<file path="config.mk">
export PLATFORM = sky130hd
export DESIGN_NAME = sorted_set_insert_delete_flat
export DESIGN_NICKNAME = d
export VERILOG_FILES = /design/src/design/sset_pkg.sv /design/src/design/sset_if.sv /design/src/design/sset_cell.sv /design/src/design/sorted_set_insert_delete.sv /design/src/flat_wrapper.sv
export SDC_FILE = /design/constraint.sdc
export NUM_CORES = 2
export LEC_CHECK = 0
export BUFFER_PORTS_ARGS = -buffer_cell sky130_fd_sc_hd__buf_2
export CAP_MARGIN = 10
export CORE_UTILIZATION = 58
export DETAILED_ROUTE_END_ITERATION = 8
export PLACE_DENSITY_LB_ADDON = 0.25
export SLEW_MARGIN = 20
export SYNTH_ARGS = -nofsm -noshare
export SYNTH_HDL_FRONTEND = slang
export SYNTH_SLANG_ARGS = --single-unit
export TNS_END_PERCENT = 5
</file>
<file path="constraint.sdc">
create_clock -name clk_i -period 8.55 [get_ports clk_i]
set_clock_uncertainty 0.2 [all_clocks]
set_input_delay 0.855 -clock clk_i [delete_from_list [all_inputs] [get_ports clk_i]]
set_output_delay 0.855 -clock clk_i [all_outputs]
set_load 0.005 [all_outputs]
</file>
<file path="src/design/sset_pkg.sv">
// Shared types and constants of the sorted set block.
package sset_pkg;

  localparam int CAPACITY = 16;
  localparam int CNT_W    = $clog2(CAPACITY + 1);
  localparam int VAL_W    = 32;
  localparam int STAT_W   = 3;
  localparam int OCNT_W   = 5;

  typedef enum logic [STAT_W-1:0] {
    STAT_INSERTED  = 3'd0,
    STAT_DUPLICATE = 3'd1,
    STAT_FULL      = 3'd2,
    STAT_DELETED   = 3'd3,
    STAT_NOT_FOUND = 3'd4
  } status_e;

  typedef enum logic [1:0] {
    CELL_HOLD = 2'd0,
    CELL_INS  = 2'd1,
    CELL_DEL  = 2'd2,
    CELL_ROT  = 2'd3
  } cell_op_e;

  typedef struct packed {
    cell_op_e                 op;
    logic signed [VAL_W-1:0]  key;
  } cell_ctrl_t;

  // what a cell shows its neighbors
  typedef struct packed {
    logic signed [VAL_W-1:0]  value;
    logic                     valid;
    logic                     lt;
  } nb_t;

endpackage

</file>
<file path="src/design/sset_if.sv">
// Input and output item channels of the sorted set block.
interface sset_in_if;
  logic                                  valid;
  logic                                  ready;
  logic                                  kind;
  logic signed [sset_pkg::VAL_W-1:0]     value;

  modport source (output valid, kind, value, input ready);
  modport sink   (input valid, kind, value, output ready);
endinterface

interface sset_out_if;
  logic                                  valid;
  logic                                  ready;
  logic signed [sset_pkg::VAL_W-1:0]     element;
  logic                                  is_last;
  logic                                  list_empty;
  logic [sset_pkg::STAT_W-1:0]           status;
  logic [sset_pkg::OCNT_W-1:0]           count;

  modport source (output valid, element, is_last, list_empty, status, count, input ready);
  modport sink   (input valid, element, is_last, list_empty, status, count, output ready);
endinterface

</file>
<file path="src/design/sset_cell.sv">
// One slot of the sorted chain: holds a value, shifts for insert, delete and listing.
module sset_cell (
  input  logic                  clk_i,
  input  logic                  rst_ni,
  input  sset_pkg::cell_ctrl_t  ctrl_i,
  input  logic signed [sset_pkg::VAL_W-1:0] head_i,
  input  sset_pkg::nb_t         left_i,
  input  sset_pkg::nb_t         right_i,
  output sset_pkg::nb_t         self_o,
  output logic                  eq_o
);

  logic signed [sset_pkg::VAL_W-1:0] value_q, value_d;
  logic                              valid_q, valid_d;
  logic                              lt;

  assign lt   = valid_q && (value_q < ctrl_i.key);
  assign eq_o = valid_q && (value_q == ctrl_i.key);

  assign self_o.value = value_q;
  assign self_o.valid = valid_q;
  assign self_o.lt    = lt;

  always_comb begin
    value_d = value_q;
    valid_d = valid_q;
    unique case (ctrl_i.op)
      sset_pkg::CELL_INS: begin
        if (!lt) begin
          if (left_i.lt) begin
            value_d = ctrl_i.key;
            valid_d = 1'b1;
          end else begin
            value_d = left_i.value;
            valid_d = left_i.valid;
          end
        end
      end
      sset_pkg::CELL_DEL: begin
        if (!lt) begin
          value_d = right_i.value;
          valid_d = right_i.valid;
        end
      end
      sset_pkg::CELL_ROT: begin
        // last occupied slot wraps around to the head value
        if (valid_q && !right_i.valid) value_d = head_i;
        else                           value_d = right_i.value;
      end
      default: begin
      end
    endcase
  end

  always_ff @(posedge clk_i or negedge rst_ni) begin
    if (!rst_ni) begin
      valid_q <= 1'b0;
    end else begin
      valid_q <= valid_d;
    end
  end

  always_ff @(posedge clk_i) begin
    value_q <= value_d;
  end

endmodule

</file>
<file path="src/design/sorted_set_insert_delete.sv">
// Top level of the sorted set: op register, cell chain, listing control, output register.
//
// Keeps up to CAPACITY distinct signed 32-bit values in ascending order.
// in_i carries one item (kind 0 insert, 1 delete, value). It is taken only
// while the block is idle. In the cycle after acceptance the operation is applied
// to all cells of the chain at once, using a compare in every cell.
// The block then lists the whole set on out_o, one value per item, in
// ascending order, is_last on the final one; an empty set gives one item
// with list_empty set and element zero. The listing rotates the chain one
// slot per emitted item, so after count items the chain is back in order.
// The first result item is registered in the output register after the ST_OP
// state has updated the chain. A new operation is taken only after its listing
// is complete; the chain rotates one item per cycle while out_o is not stalled.
// A stall on out_o holds the output register and freezes the rotation.
// Reset empties the set (cell valid bits and the count clear) and drops
// any item in flight.
module sorted_set_insert_delete (
  input  logic       clk_i,
  input  logic       rst_ni,
  sset_in_if.sink    in_i,
  sset_out_if.source out_o
);

  typedef enum logic [2:0] {
    ST_IDLE = 3'b001,
    ST_OP   = 3'b010,
    ST_LIST = 3'b100
  } state_e;

  localparam int N = sset_pkg::CAPACITY;
  localparam int W = sset_pkg::CNT_W;

  state_e                           state_q, state_d;
  logic                             kind_q;
  logic signed [sset_pkg::VAL_W-1:0] key_q;
  logic [W-1:0]                     cnt_q, cnt_d;
  logic [W-1:0]                     idx_q, idx_d;
  sset_pkg::status_e                status_q, status_d;
  sset_pkg::cell_ctrl_t             ctrl;

  sset_pkg::nb_t                    nb [N];
  logic [N-1:0]                     eq;
  logic [N-1:0]                     vld;
  logic                             match;
  logic                             full;
  logic                             load;
  logic                             last;

  logic                             ov_q, ov_d;
  logic signed [sset_pkg::VAL_W-1:0] oel_q, oel_d;
  logic                             olast_q, olast_d;
  logic                             oempty_q, oempty_d;
  sset_pkg::status_e                ostat_q, ostat_d;
  logic [sset_pkg::OCNT_W-1:0]      ocnt_q, ocnt_d;
  logic [W+sset_pkg::OCNT_W-1:0]    cnt_ext;

  localparam sset_pkg::nb_t HEAD_NB = '{value: '0, valid: 1'b1, lt: 1'b1};
  localparam sset_pkg::nb_t TAIL_NB = '{value: '0, valid: 1'b0, lt: 1'b0};

  for (genvar i = 0; i < N; i++) begin : g_cell
    sset_pkg::nb_t left_nb, right_nb;
    if (i == 0) begin : g_first
      assign left_nb = HEAD_NB;
    end else begin : g_mid_l
      assign left_nb = nb[i-1];
    end
    if (i == N - 1) begin : g_last
      assign right_nb = TAIL_NB;
    end else begin : g_mid_r
      assign right_nb = nb[i+1];
    end
    sset_cell u_cell (
      .clk_i   (clk_i),
      .rst_ni  (rst_ni),
      .ctrl_i  (ctrl),
      .head_i  (nb[0].value),
      .left_i  (left_nb),
      .right_i (right_nb),
      .self_o  (nb[i]),
      .eq_o    (eq[i])
    );
    assign vld[i] = nb[i].valid;
  end

  assign match = |eq;
  assign full  = (cnt_q == W'(N));
  assign load  = !ov_q || out_o.ready;
  assign last  = (idx_q == cnt_q - W'(1));

  assign in_i.ready = (state_q == ST_IDLE);

  assign cnt_ext = {{sset_pkg::OCNT_W{1'b0}}, cnt_q};

  always_comb begin
    state_d   = state_q;
    cnt_d     = cnt_q;
    idx_d     = idx_q;
    status_d  = status_q;
    ctrl.op   = sset_pkg::CELL_HOLD;
    ctrl.key  = key_q;
    ov_d      = ov_q && !out_o.ready;
    oel_d     = oel_q;
    olast_d   = olast_q;
    oempty_d  = oempty_q;
    ostat_d   = ostat_q;
    ocnt_d    = ocnt_q;
    unique case (state_q)
      ST_IDLE: begin
        if (in_i.valid) state_d = ST_OP;
      end
      ST_OP: begin
        if (!kind_q) begin
          if (match) begin
            status_d = sset_pkg::STAT_DUPLICATE;
          end else if (full) begin
            status_d = sset_pkg::STAT_FULL;
          end else begin
            status_d = sset_pkg::STAT_INSERTED;
            ctrl.op  = sset_pkg::CELL_INS;
            cnt_d    = cnt_q + W'(1);
          end
        end else begin
          if (match) begin
            status_d = sset_pkg::STAT_DELETED;
            ctrl.op  = sset_pkg::CELL_DEL;
            cnt_d    = cnt_q - W'(1);
          end else begin
            status_d = sset_pkg::STAT_NOT_FOUND;
          end
        end
        idx_d   = '0;
        state_d = ST_LIST;
      end
      ST_LIST: begin
        if (load) begin
          ov_d    = 1'b1;
          ostat_d = status_q;
          ocnt_d  = cnt_ext[sset_pkg::OCNT_W-1:0];
          if (cnt_q == '0) begin
            oel_d    = '0;
            olast_d  = 1'b1;
            oempty_d = 1'b1;
            state_d  = ST_IDLE;
          end else begin
            oel_d    = nb[0].value;
            olast_d  = last;
            oempty_d = 1'b0;
            ctrl.op  = sset_pkg::CELL_ROT;
            idx_d    = idx_q + W'(1);
            if (last) state_d = ST_IDLE;
          end
        end
      end
      default: state_d = ST_IDLE;
    endcase
  end

  always_ff @(posedge clk_i or negedge rst_ni) begin
    if (!rst_ni) begin
      state_q  <= ST_IDLE;
      cnt_q    <= '0;
      idx_q    <= '0;
      ov_q     <= 1'b0;
      status_q <= sset_pkg::STAT_INSERTED;
    end else begin
      state_q  <= state_d;
      cnt_q    <= cnt_d;
      idx_q    <= idx_d;
      ov_q     <= ov_d;
      status_q <= status_d;
    end
  end

  always_ff @(posedge clk_i) begin
    if (in_i.valid && in_i.ready) begin
      kind_q <= in_i.kind;
      key_q  <= in_i.value;
    end
    oel_q    <= oel_d;
    olast_q  <= olast_d;
    oempty_q <= oempty_d;
    ostat_q  <= ostat_d;
    ocnt_q   <= ocnt_d;
  end

  assign out_o.valid      = ov_q;
  assign out_o.element    = oel_q;
  assign out_o.is_last    = olast_q;
  assign out_o.list_empty = oempty_q;
  assign out_o.status     = ostat_q;
  assign out_o.count      = ocnt_q;

`ifndef ASSERT_OFF
  a_cnt_range: assert property (@(posedge clk_i) disable iff (!rst_ni)
    cnt_q <= W'(N))
    else $error("set count above capacity");

  a_chain_fill: assert property (@(posedge clk_i) disable iff (!rst_ni)
    $countones(vld) == int'(cnt_q))
    else $error("occupied cells disagree with count");

  a_empty_cnt: assert property (@(posedge clk_i) disable iff (!rst_ni)
    out_o.valid && out_o.list_empty |-> out_o.count == '0 && out_o.is_last)
    else $error("empty listing with nonzero count");

  a_del_cnt: assert property (@(posedge clk_i) disable iff (!rst_ni)
    state_q == ST_OP && kind_q && match |=> cnt_q == $past(cnt_q) - W'(1))
    else $error("delete did not shrink the set");
`endif

endmodule

</file>
<file path="src/flat_wrapper.sv">
// flat-port wrapper written by rule: the top's interface ports become plain ports
module sorted_set_insert_delete_flat 
  (clk_i, rst_ni, in_i_valid, in_i_kind, in_i_value, in_i_ready, out_o_valid, out_o_element, out_o_is_last, out_o_list_empty, out_o_status, out_o_count, out_o_ready);
  sset_in_if in_i_i ();
  sset_out_if out_o_i ();
  input  logic clk_i;
  input  logic rst_ni;
  input wire logic [$bits(in_i_i.valid)-1:0] in_i_valid;
  input wire logic [$bits(in_i_i.kind)-1:0] in_i_kind;
  input wire logic [$bits(in_i_i.value)-1:0] in_i_value;
  output wire logic [$bits(in_i_i.ready)-1:0] in_i_ready;
  output wire logic [$bits(out_o_i.valid)-1:0] out_o_valid;
  output wire logic [$bits(out_o_i.element)-1:0] out_o_element;
  output wire logic [$bits(out_o_i.is_last)-1:0] out_o_is_last;
  output wire logic [$bits(out_o_i.list_empty)-1:0] out_o_list_empty;
  output wire logic [$bits(out_o_i.status)-1:0] out_o_status;
  output wire logic [$bits(out_o_i.count)-1:0] out_o_count;
  input wire logic [$bits(out_o_i.ready)-1:0] out_o_ready;
  assign in_i_i.valid = in_i_valid;
  assign in_i_i.kind = in_i_kind;
  assign in_i_i.value = in_i_value;
  assign in_i_ready = in_i_i.ready;
  assign out_o_valid = out_o_i.valid;
  assign out_o_element = out_o_i.element;
  assign out_o_is_last = out_o_i.is_last;
  assign out_o_list_empty = out_o_i.list_empty;
  assign out_o_status = out_o_i.status;
  assign out_o_count = out_o_i.count;
  assign out_o_i.ready = out_o_ready;
  sorted_set_insert_delete u_core (.clk_i(clk_i), .rst_ni(rst_ni), .in_i(in_i_i), .out_o(out_o_i));
endmodule
</file>
==> results by group <==
Critical path
  – Startpoint types: register
  – Worst Setup Path Type: reg2reg
  – CP Capture Type: register
  – Largest fanout on the critical path: between 70 and 80
  – WP data arrival: ~7.6 ns
  – Worst Path Required: 8.68 ns

Die
  – Standard-cell row count: 100
  – Die H: about 280 um
  – Top Ports: between 80 and 90
  – Initial cell density of the core: roughly three fifths
  – Die width: 278.4 um
  – Placeable Area: 75070 um^2
  – Die Footprint: about 78000 um^2

Placed design
  – IO buf count: 80
  – GPL Wtd Cong: about 1.1
  – Dpl hpwl: 119300 um
  – Placed Instances: 5113
  – Placement Cell Area: around 46000 um^2

Routing
  – TritonRoute pass-1 iters: 7
  – Post-DRT Antenna Nets: 0
  – DRC Markers: 0
  – Post-DR vias/cell: 7.704
  – Starting DRC count in detailed routing: approximately 6700
  – Via count: between 40000 and 50000
  – Drt total wl: around 170000 um
  – Avg WL per Cell: 33.03 um

Pwr
  – Total Power: 16.44 mW
  – P_leak: about 18 nW
  – Max VDD drop: approximately 0.00023 V
  – Pwr dens: around 340 nW/um^2

Clocking
  – Cts hold-fix bufs: 0
  – Post-cts resize count: 0
  – Postcts setup bufs: 0
  – H-tree depth: 3
  – CTS tree: done
  – Worst-skew pair later-pin latency: roughly 0.65 ns
  – CTS max path bufs: 3
  – Clk sink count: 620
  – Clock transition at the registers of the reported paths: ~0.060 ns
  – Cts bufs inserted: 71
  – Root buf cell: clkbuf_16

Synthesis
  – Yosys warns: 0
  – Count of different cell masters after synthesis: 76
  – Post-synth EDFFs: roughly 590
  – Mapped cell area: ~44000 um^2
  – Synth area leaders: edfxtp_1 (40%), ha_1 (15%), o221ai_1 (7.9%), mux2i_1 (7.8%), nand2_1 (5.2%)
  – Avg Cell Area, Syn: just over 10 um^2
  – Gate Count Post-Synth: between 4000 and 5000
  – Mapped Nets: 4834
  – Sequential area share after synthesis: 41.64%
  – Register bit total from synthesis: 620
  – Asr flop ratio synth: under 10%
  – Top cell type's share of synthesized area: 39.78%
  – Largest area contributor in the netlist: edfxtp_1
  – Main synth FF type: edfxtp_1

STA
  – Hold slack: between 0.1 and 0.15 ns
  – Measured slew at the worst slew-check pin: 1.225 ns
  – Crit path time final: roughly 7.5 ns
  – Max Clk Rate: 0.1335 GHz
  – Setup TNS Final: 0 ns
  – Setup Viol. Count Final: 0
  – Fin. max-slew vios: 0
  – RSZ-0062 raised after global routing: false
  – Final Hold Fails: 0
  – Slew HR: 16.21%
  – Tcrit/Tclk final: between 80% and 90%

Job
  – # Max-Cap Violations: 0

Final layout
  – Synth-to-Final Area Change: 9.315%
  – Share of post-route cells with drive strength above 1: 8.634%
  – Final net count: between 4000 and 5000
  – Fin cells: around 5200
  – Post-route cell area: approximately 48000 um^2
  – Most frequent cells in the layout: nand2_1 (618), edfxtp_1 (587), ha_1 (518), o221ai_1 (398), mux2i_1 (340)
  – Commonest non-fill, non-tap cell in the layout: nand2_1

Hold path
  – Hold crit path type: in2async

Global route
  – First-pass GRT wire length: 252500 um
  – Initial antenna violation count: 1
  – GR Overflow Total: 0
  – Largest net degree at the start of global routing: 78
  – Total GRT Usage: 43.75%
  – Vias in the first global route: 38260

Run status
  – Status: finished, final reports clean
[report_power, final]
group | total (mW) | internal, mW | switching (mW) | leakage [nW]
Sequential | 5.38 | 4.51 | 0.870 | 5.73
Combinational | 7.71 | 2.85 | 4.86 | 10.9
Clock | 3.34 | 1.98 | 1.36 | 1.20
[routing by layer]
metal / vias up / part of all wire (%) / track usage, % / wire [um]
met2: 3607 / 43 / 66.18 / 75040
met3: 742 / 13 / 10.58 / 22800
met5: - / 0.0075 / 0 / 13
li1: 16750 / - / - / -
met4: 2 / 7.1 / 25.95 / 12240
met1: 19300 / 36 / 56.97 / 63100
[metrics by stage]
stage	utilization, %	setup slack, ns
global placement	61.20	1.640
CTS	64.52	1.503
global route	64.52	0.9803
finish	64.53	1.060
detailed placement	61.24	1.559
floorplan	-	1.133
[cell families (layout without fill, tap and decap cells)]
family / count (synthesis) / count (layout) / synth area share [%]
and+or+nand+nor: 1220 / 1220 / 12.49
AOI/OAI and AO/OA: 1165 / 1165 / 19.30
DFF: 620 / 620 / 41.64
adders and majority gates: 521 / 521 / 14.71
buffers and inverters: 383 / 381 / 3.535
muxes: 354 / 354 / 8.058
xor gates and xnor gates: 13 / 13 / 0.2569
other: 0 / 1 / 0
[cell usage after synthesis, drive strengths merged, types with 7 or more instances]
master   number
nor2        236
o211ai       15
ha          521
o22ai        21
and3          8
o221ai      398
a21boi        8
nand3        48
nor2b        69
a221o        63
buf          59
mux2i       353
a2111oi       8
a221oi       21
a2bb2oi      34
and4         20
a21o        105
a21oi       293
xnor2         7
clkbuf      259
nor3         27
dfrtp        32
nand4       108
edfxtp      587
inv          65
a211oi       18
o21ai       117
nor4         10
nand2       618
nor4bb        7
and2          9
nand2b       31
o311ai       22
[flip-flops by register name (all words and copies together) (netlist names)]
| name | flops |
|---|---|
| u_core.g_cell.u_cell.value_q | 512 |
| u_core.out_o.valid | 1 |
| u_core.out_o.list_empty | 1 |
| u_core.out_o.count | 5 |
| u_core.idx_q | 5 |
| u_core.out_o.status | 3 |
| u_core.out_o.element | 32 |
| u_core.state_q | 3 |
| u_core.g_cell.u_cell.valid_q | 16 |
| u_core.out_o.is_last | 1 |
| u_core.kind_q | 1 |
| u_core.status_q | 3 |
| u_core.key_q | 32 |
| u_core.cnt_q | 5 |
[final cells by class]
cell class | count | area, um^2
fill | 6024 | 26630
multi-input combinational | 3273 | 24680
sequential | 620 | 18450
clock buffer | 95 | 2002
timing repair buffer | 186 | 1391
tap | 969 | 1212
clock inverter | 35 | 457.9
inverter | 65 | 244.0
antenna | 1 | 2.502
[worst paths after layout]
check                                          startpoint                                            to  slack, ns  depth (start not counted)
max in group asynchronous                          rst_ni   u_core.g_cell[8].u_cell.valid_q$_DFFE_PN0P_       7.46                          1
max reg2reg                    u_core.key_q[23]$_DFFE_PP_  u_core.g_cell[7].u_cell.value_q[7]$_DFFE_PP_       1.06                         16
min in group clk_i                         in_i_value[27]                    u_core.key_q[27]$_DFFE_PP_       0.18                          1
min reg2reg                u_core.status_q[2]$_DFFE_PN0N_              u_core.out_o.status[2]$_DFFE_PP_       0.24                          0
min                                                rst_ni                 u_core.state_q[2]$_DFFE_PN0P_       0.12                          1
max                            u_core.key_q[23]$_DFFE_PP_  u_core.g_cell[7].u_cell.value_q[7]$_DFFE_PP_       1.06                         16
[critical path, cell delays in order, from the launching register on]
cell and delay [ns]:
edfxtp_1 0.72, inv_1 0.59, ha_1 0.50, and4_1 0.21, nor4bb_1 0.97, nand4_1 0.54
o2111ai_1 0.30, nor4_2 0.16, inv_1 0.09, ha_1 0.14, a21oi_1 0.10, inv_1 0.11
ha_2 0.88, or2_4 0.62, buf_12 0.35, buf_12 0.34, o221ai_1 0.20
(Power assumes the default switching activity.)
